===== config.mk =====
export PLATFORM = sky130hd
export DESIGN_NAME = line_position_centroid_flat
export DESIGN_NICKNAME = d
export VERILOG_FILES = /design/src/rtl/lpc_pkg.sv /design/src/rtl/lpc_ifs.sv /design/src/rtl/line_position_centroid.sv /design/src/rtl/lpc_lane.sv /design/src/rtl/lpc_merge.sv /design/src/rtl/lpc_div.sv /design/src/flat_wrapper.sv
export SDC_FILE = /design/constraint.sdc
export NUM_CORES = 1
export LEC_CHECK = 0
export ABC_AREA = 1
export ABC_CLOCK_PERIOD_IN_PS = 5800
export BUFFER_PORTS_ARGS = -buffer_cell sky130_fd_sc_hd__buf_2
export CELL_PAD_IN_SITES_DETAIL_PLACEMENT = 1
export CELL_PAD_IN_SITES_GLOBAL_PLACEMENT = 2
export CORE_MARGIN = 4
export CORE_UTILIZATION = 37
export CTS_CLUSTER_SIZE = 10
export DETAILED_ROUTE_END_ITERATION = 8
export PLACE_DENSITY_LB_ADDON = 0.1
export SYNTH_ARGS = -nofsm -noshare
export SYNTH_HDL_FRONTEND = slang
export SYNTH_SLANG_ARGS = --single-unit
export TNS_END_PERCENT = 100

===== constraint.sdc =====
create_clock -name clk_i -period 5.8 [get_ports clk_i]
set_clock_uncertainty 0.2 [all_clocks]
set_input_delay 0.58 -clock clk_i [delete_from_list [all_inputs] [get_ports clk_i]]
set_output_delay 0.58 -clock clk_i [all_outputs]
set_load 0.005 [all_outputs]

===== src/rtl/lpc_pkg.sv =====
// ----------------------------------------------------------------------------
// lpc_pkg
// Shared types and constants of the line position centroid block.
// ----------------------------------------------------------------------------
package lpc_pkg;

  // window bounds and the weight of one sensor step
  localparam int unsigned WIN_W       = 3;
  localparam int unsigned WEIGHT_STEP = 1000;

  // configuration port
  localparam int unsigned APB_DW      = 32;
  localparam int unsigned PADDR_W     = 3;
  localparam int unsigned MIN_TOT_W   = 16;
  localparam logic [MIN_TOT_W-1:0] MIN_TOTAL_RESET = 16'd200;
  // word index of each register (paddr bit 2)
  localparam logic CFG_IDX_MIN_TOTAL = 1'b0;

  typedef enum logic {
    OP_CAL  = 1'b0,
    OP_MEAS = 1'b1
  } op_e;

  typedef enum logic [5:0] {
    ST_IDLE = 6'b000001,
    ST_LANE = 6'b000010,
    ST_SUM  = 6'b000100,
    ST_LOAD = 6'b001000,
    ST_DIV  = 6'b010000,
    ST_DONE = 6'b100000
  } state_e;

  // control from the sequencer to every lane
  typedef struct packed {
    logic load;   // capture a new sample
    logic calib;  // sample is a calibration sample
    logic calc;   // register the lane results
  } lane_ctl_t;

  // status of the divider
  typedef struct packed {
    logic busy;
    logic done;
  } div_stat_t;

endpackage


===== src/rtl/lpc_ifs.sv =====
// ----------------------------------------------------------------------------
// lpc_ifs
// Request and result channels of the line position centroid block.
// ----------------------------------------------------------------------------
interface lpc_in_if #(
  parameter int unsigned NUM_SENSORS = 5,
  parameter int unsigned SAMPLE_BITS = 12
) ();
  import lpc_pkg::*;

  logic                               valid;
  logic                               ready;
  logic                               operation;
  logic [NUM_SENSORS*SAMPLE_BITS-1:0] raw;
  logic [WIN_W-1:0]                   window_start;
  logic [WIN_W-1:0]                   window_end;

  modport source (output valid, operation, raw, window_start, window_end, input ready);
  modport sink   (input valid, operation, raw, window_start, window_end, output ready);
endinterface

interface lpc_out_if #(
  parameter int unsigned NUM_SENSORS = 5,
  parameter int unsigned SAMPLE_BITS = 12,
  parameter int unsigned POS_W       = 12
) ();
  logic                                   valid;
  logic                                   ready;
  logic [POS_W-1:0]                       position;
  logic                                   line_found;
  logic [NUM_SENSORS*(SAMPLE_BITS+1)-1:0] cal;

  modport source (output valid, position, line_found, cal, input ready);
  modport sink   (input valid, position, line_found, cal, output ready);
endinterface


===== src/rtl/line_position_centroid.sv =====
// ----------------------------------------------------------------------------
// line_position_centroid
// Reflectance line position: per-sensor minimum calibration, calibrated
// values and the weighted centroid of the signal inside a sensor window.
//
//   channel  dir  handshake        payload
//   in_i     in   valid / ready    operation, raw, window_start, window_end
//   out_o    out  valid / ready    position, line_found, cal
//   apb      in   psel / penable   min_total at byte address 0
//
// An accepted request passes the lane, sum, load, divide and done states; the
// restoring divider in the divide state yields one quotient bit a cycle.
// Requests are taken one at a time; the next one is accepted while a result
// still waits in the output register, and finishes once that register frees.
// Reset sets min_total to 200 and every stored minimum to all ones.
// ----------------------------------------------------------------------------
module line_position_centroid #(
  parameter int unsigned NUM_SENSORS = 5,
  parameter int unsigned SAMPLE_BITS = 12
) (
  input  logic                          clk_i,
  input  logic                          rst_ni,
  lpc_in_if.sink                        in_i,
  lpc_out_if.source                     out_o,
  input  logic                          psel_i,
  input  logic                          penable_i,
  input  logic                          pwrite_i,
  input  logic [lpc_pkg::PADDR_W-1:0]   paddr_i,
  input  logic [lpc_pkg::APB_DW-1:0]    pwdata_i,
  output logic [lpc_pkg::APB_DW-1:0]    prdata_o,
  output logic                          pready_o
);
  import lpc_pkg::*;

  localparam int unsigned MAX_POS = WEIGHT_STEP * (NUM_SENSORS - 1);
  localparam int unsigned POS_W   = $clog2(MAX_POS + 1);
  localparam int unsigned TOT_W   = SAMPLE_BITS + $clog2(NUM_SENSORS);
  localparam int unsigned WS_W    = TOT_W + POS_W;
  localparam int unsigned CAL_W   = SAMPLE_BITS + 1;

  // configuration
  logic [MIN_TOT_W-1:0] min_total_q;
  logic                 cfg_wr;

  assign pready_o = 1'b1;
  assign cfg_wr   = psel_i && penable_i && pwrite_i;

  always_ff @(posedge clk_i or negedge rst_ni) begin
    if (!rst_ni) begin
      min_total_q <= MIN_TOTAL_RESET;
    end else if (cfg_wr && (paddr_i[2] == CFG_IDX_MIN_TOTAL)) begin
      min_total_q <= pwdata_i[MIN_TOT_W-1:0];
    end
  end

  assign prdata_o = (paddr_i[2] == CFG_IDX_MIN_TOTAL) ?
                    APB_DW'(min_total_q) : '0;

  // sequencer
  state_e    state_q, state_d;
  logic      accept;
  logic      out_free;
  lane_ctl_t lane_ctl;
  div_stat_t div_stat;

  assign accept   = in_i.valid && in_i.ready;
  assign out_free = !out_o.valid || out_o.ready;
  assign in_i.ready = (state_q == ST_IDLE);

  always_comb begin
    state_d = state_q;
    case (state_q)
      ST_IDLE: if (accept)        state_d = ST_LANE;
      ST_LANE:                    state_d = ST_SUM;
      ST_SUM:                     state_d = ST_LOAD;
      ST_LOAD:                    state_d = ST_DIV;
      ST_DIV:  if (div_stat.done) state_d = ST_DONE;
      ST_DONE: if (out_free)      state_d = ST_IDLE;
      default:                    state_d = ST_IDLE;
    endcase
  end

  always_ff @(posedge clk_i or negedge rst_ni) begin
    if (!rst_ni) begin
      state_q <= ST_IDLE;
    end else begin
      state_q <= state_d;
    end
  end

  assign lane_ctl.load  = accept;
  assign lane_ctl.calib = (op_e'(in_i.operation) == OP_CAL);
  assign lane_ctl.calc  = (state_q == ST_LANE);

  // lanes
  logic [NUM_SENSORS-1:0][CAL_W-1:0]         cal_w;
  logic [NUM_SENSORS-1:0][SAMPLE_BITS-1:0]   d_w;
  logic [NUM_SENSORS-1:0][SAMPLE_BITS+POS_W-1:0] wd_w;

  for (genvar g = 0; g < NUM_SENSORS; g++) begin : g_lane
    lpc_lane #(
      .SAMPLE_BITS (SAMPLE_BITS),
      .W_W         (POS_W),
      .LANE_IDX    (g)
    ) u_lane (
      .clk_i       (clk_i),
      .rst_ni      (rst_ni),
      .ctl_i       (lane_ctl),
      .sample_i    (in_i.raw[g*SAMPLE_BITS +: SAMPLE_BITS]),
      .win_start_i (in_i.window_start),
      .win_end_i   (in_i.window_end),
      .cal_o       (cal_w[g]),
      .d_o         (d_w[g]),
      .wd_o        (wd_w[g])
    );
  end

  // merge
  logic [TOT_W-1:0] total;
  logic [WS_W-1:0]  weighted;
  logic             found;

  lpc_merge #(
    .NUM_SENSORS (NUM_SENSORS),
    .SAMPLE_BITS (SAMPLE_BITS),
    .W_W         (POS_W)
  ) u_merge (
    .clk_i       (clk_i),
    .rst_ni      (rst_ni),
    .en_i        (state_q == ST_SUM),
    .min_total_i (min_total_q),
    .d_i         (d_w),
    .wd_i        (wd_w),
    .total_o     (total),
    .weighted_o  (weighted),
    .found_o     (found)
  );

  // divider
  logic [POS_W-1:0] quotient;

  lpc_div #(
    .TOT_W (TOT_W),
    .Q_W   (POS_W)
  ) u_div (
    .clk_i      (clk_i),
    .rst_ni     (rst_ni),
    .start_i    (state_q == ST_LOAD),
    .dividend_i (weighted),
    .divisor_i  (total),
    .quotient_o (quotient),
    .stat_o     (div_stat)
  );

  // output register
  logic                       out_valid_q;
  logic [POS_W-1:0]           pos_q;
  logic                       found_q;
  logic [NUM_SENSORS*CAL_W-1:0] cal_q;
  logic                       out_load;

  assign out_load = (state_q == ST_DONE) && out_free;

  always_ff @(posedge clk_i or negedge rst_ni) begin
    if (!rst_ni) begin
      out_valid_q <= 1'b0;
    end else if (out_load) begin
      out_valid_q <= 1'b1;
    end else if (out_o.ready) begin
      out_valid_q <= 1'b0;
    end
  end

  always_ff @(posedge clk_i) begin
    if (out_load) begin
      pos_q   <= found ? quotient : '0;
      found_q <= found;
      cal_q   <= cal_w;
    end
  end

  assign out_o.valid      = out_valid_q;
  assign out_o.position   = pos_q;
  assign out_o.line_found = found_q;
  assign out_o.cal        = cal_q;

  // checks
  a_div_in_state: assert property (@(posedge clk_i) disable iff (!rst_ni)
    (div_stat.busy || div_stat.done) |-> (state_q == ST_DIV))
    else $error("divider active outside the divide state");

  a_accept_starts: assert property (@(posedge clk_i) disable iff (!rst_ni)
    accept |=> (state_q == ST_LANE))
    else $error("accepted request did not start the lanes");

  a_no_line_zero: assert property (@(posedge clk_i) disable iff (!rst_ni)
    (out_o.valid && !out_o.line_found) |-> (out_o.position == '0))
    else $error("position nonzero without a line");

  a_pos_range: assert property (@(posedge clk_i) disable iff (!rst_ni)
    (out_o.valid && out_o.line_found) |-> (out_o.position <= POS_W'(MAX_POS)))
    else $error("position beyond the last sensor weight");

endmodule


===== src/rtl/lpc_lane.sv =====
// ----------------------------------------------------------------------------
// lpc_lane
// One sensor lane: stored minimum, calibrated value and weighted signal.
// ----------------------------------------------------------------------------
module lpc_lane #(
  parameter int unsigned SAMPLE_BITS = 12,
  parameter int unsigned W_W         = 12,
  parameter int unsigned LANE_IDX    = 0
) (
  input  logic                         clk_i,
  input  logic                         rst_ni,
  input  lpc_pkg::lane_ctl_t           ctl_i,
  input  logic [SAMPLE_BITS-1:0]       sample_i,
  input  logic [lpc_pkg::WIN_W-1:0]    win_start_i,
  input  logic [lpc_pkg::WIN_W-1:0]    win_end_i,
  output logic [SAMPLE_BITS:0]         cal_o,
  output logic [SAMPLE_BITS-1:0]       d_o,
  output logic [SAMPLE_BITS+W_W-1:0]   wd_o
);
  import lpc_pkg::*;

  localparam logic [W_W-1:0]   WEIGHT = W_W'(WEIGHT_STEP * LANE_IDX);
  localparam logic [WIN_W-1:0] IDX    = WIN_W'(LANE_IDX);

  logic [SAMPLE_BITS-1:0]     min_q;
  logic [SAMPLE_BITS-1:0]     sample_q;
  logic                       in_win_q;
  logic [SAMPLE_BITS:0]       cal_q;
  logic [SAMPLE_BITS-1:0]     d_q;
  logic [SAMPLE_BITS+W_W-1:0] wd_q;
  logic [SAMPLE_BITS-1:0]     d_d;

  always_ff @(posedge clk_i or negedge rst_ni) begin
    if (!rst_ni) begin
      min_q <= '1;
    end else if (ctl_i.load && ctl_i.calib && (sample_i < min_q)) begin
      min_q <= sample_i;
    end
  end

  // the window end needs no clamp: this lane's index is below the sensor count
  always_ff @(posedge clk_i) begin
    if (ctl_i.load) begin
      sample_q <= sample_i;
      in_win_q <= !ctl_i.calib && (win_start_i <= IDX) && (IDX < win_end_i);
    end
  end

  always_comb begin
    d_d = '0;
    if (in_win_q && (sample_q > min_q)) begin
      d_d = sample_q - min_q;
    end
  end

  always_ff @(posedge clk_i) begin
    if (ctl_i.calc) begin
      cal_q <= {1'b0, sample_q} - {1'b0, min_q};
      d_q   <= d_d;
      wd_q  <= (SAMPLE_BITS+W_W)'(d_d) * (SAMPLE_BITS+W_W)'(WEIGHT);
    end
  end

  assign cal_o = cal_q;
  assign d_o   = d_q;
  assign wd_o  = wd_q;

endmodule


===== src/rtl/lpc_merge.sv =====
// ----------------------------------------------------------------------------
// lpc_merge
// Sums the lane signals and weighted signals and decides if a line is found.
// ----------------------------------------------------------------------------
module lpc_merge #(
  parameter  int unsigned NUM_SENSORS = 5,
  parameter  int unsigned SAMPLE_BITS = 12,
  parameter  int unsigned W_W         = 12,
  localparam int unsigned TOT_W       = SAMPLE_BITS + $clog2(NUM_SENSORS),
  localparam int unsigned WS_W        = TOT_W + W_W
) (
  input  logic                                        clk_i,
  input  logic                                        rst_ni,
  input  logic                                        en_i,
  input  logic [lpc_pkg::MIN_TOT_W-1:0]               min_total_i,
  input  logic [NUM_SENSORS-1:0][SAMPLE_BITS-1:0]     d_i,
  input  logic [NUM_SENSORS-1:0][SAMPLE_BITS+W_W-1:0] wd_i,
  output logic [TOT_W-1:0]                            total_o,
  output logic [WS_W-1:0]                             weighted_o,
  output logic                                        found_o
);
  import lpc_pkg::*;

  localparam int unsigned CMP_W = (TOT_W > MIN_TOT_W) ? TOT_W : MIN_TOT_W;

  logic [TOT_W-1:0] tot_d, total_q;
  logic [WS_W-1:0]  ws_d, weighted_q;
  logic             found_d, found_q;

  always_comb begin
    tot_d = '0;
    ws_d  = '0;
    for (int i = 0; i < NUM_SENSORS; i++) begin
      tot_d = tot_d + TOT_W'(d_i[i]);
      ws_d  = ws_d + WS_W'(wd_i[i]);
    end
    // a zero total never counts, even with a zero threshold
    found_d = (tot_d != '0) && (CMP_W'(tot_d) >= CMP_W'(min_total_i));
  end

  always_ff @(posedge clk_i or negedge rst_ni) begin
    if (!rst_ni) begin
      found_q <= 1'b0;
    end else if (en_i) begin
      found_q <= found_d;
    end
  end

  always_ff @(posedge clk_i) begin
    if (en_i) begin
      total_q    <= tot_d;
      weighted_q <= ws_d;
    end
  end

  assign total_o    = total_q;
  assign weighted_o = weighted_q;
  assign found_o    = found_q;

endmodule


===== src/rtl/lpc_div.sv =====
// ----------------------------------------------------------------------------
// lpc_div
// Restoring divider, one quotient bit per cycle. The quotient must fit in
// Q_W bits, so the upper dividend bits start as the partial remainder.
// ----------------------------------------------------------------------------
module lpc_div #(
  parameter int unsigned TOT_W = 15,
  parameter int unsigned Q_W   = 12
) (
  input  logic                   clk_i,
  input  logic                   rst_ni,
  input  logic                   start_i,
  input  logic [TOT_W+Q_W-1:0]   dividend_i,
  input  logic [TOT_W-1:0]       divisor_i,
  output logic [Q_W-1:0]         quotient_o,
  output lpc_pkg::div_stat_t     stat_o
);
  import lpc_pkg::*;

  localparam int unsigned CNT_W = $clog2(Q_W + 1);

  logic [CNT_W-1:0] cnt_q;
  logic             done_q;
  logic [TOT_W:0]   rem_q;
  logic [Q_W-1:0]   quo_q;
  logic [TOT_W-1:0] div_q;
  logic [TOT_W:0]   rem_sh;
  logic             ge;

  assign rem_sh = {rem_q[TOT_W-1:0], quo_q[Q_W-1]};
  assign ge     = rem_sh >= {1'b0, div_q};

  always_ff @(posedge clk_i or negedge rst_ni) begin
    if (!rst_ni) begin
      cnt_q  <= '0;
      done_q <= 1'b0;
    end else if (start_i) begin
      cnt_q  <= CNT_W'(Q_W);
      done_q <= 1'b0;
    end else if (cnt_q != '0) begin
      cnt_q  <= cnt_q - 1'b1;
      done_q <= (cnt_q == CNT_W'(1));
    end else begin
      done_q <= 1'b0;
    end
  end

  always_ff @(posedge clk_i) begin
    if (start_i) begin
      rem_q <= {1'b0, dividend_i[TOT_W+Q_W-1:Q_W]};
      quo_q <= dividend_i[Q_W-1:0];
      div_q <= divisor_i;
    end else if (cnt_q != '0) begin
      // shift in the next dividend bit, subtract where it fits
      rem_q <= ge ? (rem_sh - {1'b0, div_q}) : rem_sh;
      quo_q <= {quo_q[Q_W-2:0], ge};
    end
  end

  assign quotient_o  = quo_q;
  assign stat_o.busy = (cnt_q != '0);
  assign stat_o.done = done_q;

endmodule


===== src/flat_wrapper.sv =====
// flat-port wrapper written by rule: the top's interface ports become plain ports
module line_position_centroid_flat import lpc_pkg::*;
#(
  parameter int unsigned NUM_SENSORS = 5,
  parameter int unsigned SAMPLE_BITS = 12
)
  (clk_i, rst_ni, psel_i, penable_i, pwrite_i, paddr_i, pwdata_i, prdata_o, pready_o, in_i_valid, in_i_operation, in_i_raw, in_i_window_start, in_i_window_end, in_i_ready, out_o_valid, out_o_position, out_o_line_found, out_o_cal, out_o_ready);
  lpc_in_if #(.NUM_SENSORS(NUM_SENSORS), .SAMPLE_BITS(SAMPLE_BITS)) in_i_i ();
  lpc_out_if #(.NUM_SENSORS(NUM_SENSORS), .SAMPLE_BITS(SAMPLE_BITS)) out_o_i ();
  input  logic clk_i;
  input  logic rst_ni;
  input  logic psel_i;
  input  logic penable_i;
  input  logic pwrite_i;
  input  logic [lpc_pkg::PADDR_W-1:0] paddr_i;
  input  logic [lpc_pkg::APB_DW-1:0] pwdata_i;
  output logic [lpc_pkg::APB_DW-1:0] prdata_o;
  output logic pready_o;
  input wire logic [$bits(in_i_i.valid)-1:0] in_i_valid;
  input wire logic [$bits(in_i_i.operation)-1:0] in_i_operation;
  input wire logic [$bits(in_i_i.raw)-1:0] in_i_raw;
  input wire logic [$bits(in_i_i.window_start)-1:0] in_i_window_start;
  input wire logic [$bits(in_i_i.window_end)-1:0] in_i_window_end;
  output wire logic [$bits(in_i_i.ready)-1:0] in_i_ready;
  output wire logic [$bits(out_o_i.valid)-1:0] out_o_valid;
  output wire logic [$bits(out_o_i.position)-1:0] out_o_position;
  output wire logic [$bits(out_o_i.line_found)-1:0] out_o_line_found;
  output wire logic [$bits(out_o_i.cal)-1:0] out_o_cal;
  input wire logic [$bits(out_o_i.ready)-1:0] out_o_ready;
  assign in_i_i.valid = in_i_valid;
  assign in_i_i.operation = in_i_operation;
  assign in_i_i.raw = in_i_raw;
  assign in_i_i.window_start = in_i_window_start;
  assign in_i_i.window_end = in_i_window_end;
  assign in_i_ready = in_i_i.ready;
  assign out_o_valid = out_o_i.valid;
  assign out_o_position = out_o_i.position;
  assign out_o_line_found = out_o_i.line_found;
  assign out_o_cal = out_o_i.cal;
  assign out_o_i.ready = out_o_ready;
  line_position_centroid #(.NUM_SENSORS(NUM_SENSORS), .SAMPLE_BITS(SAMPLE_BITS)) u_core (.clk_i(clk_i), .rst_ni(rst_ni), .in_i(in_i_i), .out_o(out_o_i), .psel_i(psel_i), .penable_i(penable_i), .pwrite_i(pwrite_i), .paddr_i(paddr_i), .pwdata_i(pwdata_i), .prdata_o(prdata_o), .pready_o(pready_o));
endmodule

==> impl_metrics.toml <==
[cts]
cts_tree = "yes"
cts-root-buf = "clkbuf_16"
clk_pin_slew_ps = 50
cts_made_buffers = 67
max-clock-path-buffers = 3
cts.htree.levels = 3
cts_sinks = 508
clkLatencyLatePin_ps = 640

[yosys]
ys_warn_count = 0
ys_top_cells_by_count = "inv_1, nand2_1, edfxtp_1"
synth.area.top_cells = "edfxtp_1, fa_1, ha_1"
synth_flop_cell = "edfxtp_1"
async_reset_ff_share_pct = 17.5
synthCells = 3452
yosysTopAreaCellShare_pct = 35.5
ys_seq_elements = 508
yosysMostFrequentCell = "inv_1"
synth_edf_count = 419
synth_seq_area_share_pct = 42.0
syn-mean-instance-area_um2 = 10.3
synth_cell_type_count = 53
syn_area_mm2 = 0.0355
yosysTopAreaCell = "edfxtp_1"

[routing]
vias = 25856
dr.pass1.iters = 5
ant_nets = 0
wirelength_um = 99300
drc = 0
via_per_inst = 4.69
routedWlPerCell_um = 18.0
drt_first_iter_violations = 898

[layout]
nFillCells = 10457
fin_nets = 4922
diodes = 0
synthToLayoutAreaGrowth_pct = 30.0
design_area_mm2 = 0.0461
drive_above_1_share_pct = 29.7

[setup_path]
critPathRequiredTime_ps = 5940
crit_type = "reg2reg"
cp_max_fo = 4
worstPathArrival_ps = 5810
slowest_stage = "dfstp_2"
slowest_delay_ps = 540
cp-start-kind = "flip-flop"
setup.worst_path.end_class = "flip-flop"

[timing]
fin_crit_ps = 5660
slew_violations = 0
relSlewSlack_pct = 44.2
tns_ps = 0
rsz0062_at_grt = "yes"
period_share_pct = 97.7
tightest_slew_ps = 831
layout_setup_ws_ps = 136
timing.final.hold_violations = 0
max_freq_mhz = 177
setup_viol = 0

[placed_design]
gp_congestion = 0.837
place_ws_ps = -428
postPlaceCellArea_mm2 = 0.0408
port_buffers = 186
hpwl_um = 78800

[global_route]
overflow = 0
grt_pass1_vias = 28893
grt_max_degree = 103
antenna_found_initial = 0
grt_pass1_wl_um = 157000
grt.total_usage_pct = 19.6

[floorplanning]
chipWidth_um = 318
io_pins = 222
die_h_um = 318
fp.coreArea_mm2 = 0.0950
die_area_mm2 = 0.101
start_util_pct = 37.4
rows = 113

[hold_path]
hp-class = "in2reg"

[flow_run]
drv_cap = 0

[run_status]
outcome = "completed"
[final cells by class]
type / count / area (um^2) / share of cell area (%)
multi-input cells: 2185 / 19800 / 42.9
flip-flops and latches: 508 / 14900 / 32.3
repair buffers: 705 / 5070 / 11.0
inverters: 730 / 2780 / 6.02
clock buffers: 97 / 1810 / 3.92
well taps: 1265 / 1580 / 3.43
clock inverters: 23 / 225 / 0.488
[repair_timing]
| item | in CTS | in global routing |
|---|---|---|
| setup buffers | 10 | 28 |
| pin swaps | 39 | 154 |
| resized for setup | 161 | 302 |
| endpoints found under the setup margin | 41 | 42 |
| hold buffers | 74 | 0 |
| endpoints found under the hold margin | 157 | 0 |
[logic make-up after synthesis]
family,count (synthesis),share of synthesized area (%)
simple gates,991,12.1
buf+inv,774,8.63
fa+ha+maj,616,26.7
flops,508,42.0
compound gates,434,7.44
xor+xnor,127,3.13
other cells,2,0.0212
[worst max-delay path, delay by kind of cell, from the launching register on]
kind	cells	cell delay, ps
xor gates and xnor gates	1	160
DFF	1	540
and+or+nand+nor	11	1370
adders and majority gates	6	2570
AOI/OAI and AO/OA	2	160
buffers and inverters	6	410
[routing by layer]
layer  GRT usage [%]  vias up  wire [um]
met4            6.24        0       3010
li1                -    12680          -
met5               0        -          0
met3            2.53      117       2680
met2            35.4      284      50900
met1            24.1    12775      42700
[state kept, by name (all words and copies together), names as in the netlist, 16 cells and up]
name                           flops
u_core.g_lane.u_lane.d_o          60
u_core.g_lane.u_lane.cal_o        65
u_core.g_lane.u_lane.min_q        60
u_core.g_lane.u_lane.sample_q     60
u_core.out_o.cal                  65
u_core.u_merge.weighted_o         23
u_core.g_lane.u_lane.wd_o         71
u_core.min_total_q                16
[path summary, 6_finish.rpt]
check,startpoint,depth (start not counted),slack (ps),endpoint
max,u_core.g_lane[3].u_lane.min_q[2]$_DFFE_PN1P_,26,140,u_core.g_lane[3].u_lane.wd_o[21]$_DFFE_PP_
min,pwdata_i[0],3,60,u_core.min_total_q[0]$_DFFE_PN0P_
max reg2reg,u_core.g_lane[3].u_lane.min_q[2]$_DFFE_PN1P_,26,140,u_core.g_lane[3].u_lane.wd_o[21]$_DFFE_PP_
min reg2reg,u_core.u_merge.total_o[7]$_DFFE_PP_,0,220,u_core.u_div.div_q[7]$_DFFE_PP_
max in group asynchronous,rst_ni,3,3910,u_core.g_lane[3].u_lane.min_q[11]$_DFFE_PN1P_
min in group asynchronous,rst_ni,2,340,u_core.min_total_q[2]$_DFFE_PN0P_
[layout by cell type, fill, tap and decap left out, types with 64 or more instances in the layout]
cell,instances
xor2_1,76
dfstp_2,64
o21ai_2,79
clkbuf_16,67
fa_1,228
nor2_1,167
nand3_1,110
a21oi_1,153
edfxtp_1,419
nand2_1,484
ha_1,297
buf_2,185
dlygate4sd3_1,74
ha_4,78
inv_1,670
nand2_2,69
buf_4,432
[stage by stage]
stage,utilization (%),hold WS (ps),std cells
floorplan,-,84.4,3467
global placement,43.0,203,5283
detailed placement,43.0,206,5283
CTS,46.8,5.59,5487
global route,48.6,52.0,5513
finish,48.6,55.6,5513
Power is left out: the tool's default activity adds up to more than one toggle a clock period on the data nets, which glitch-free logic cannot reach.
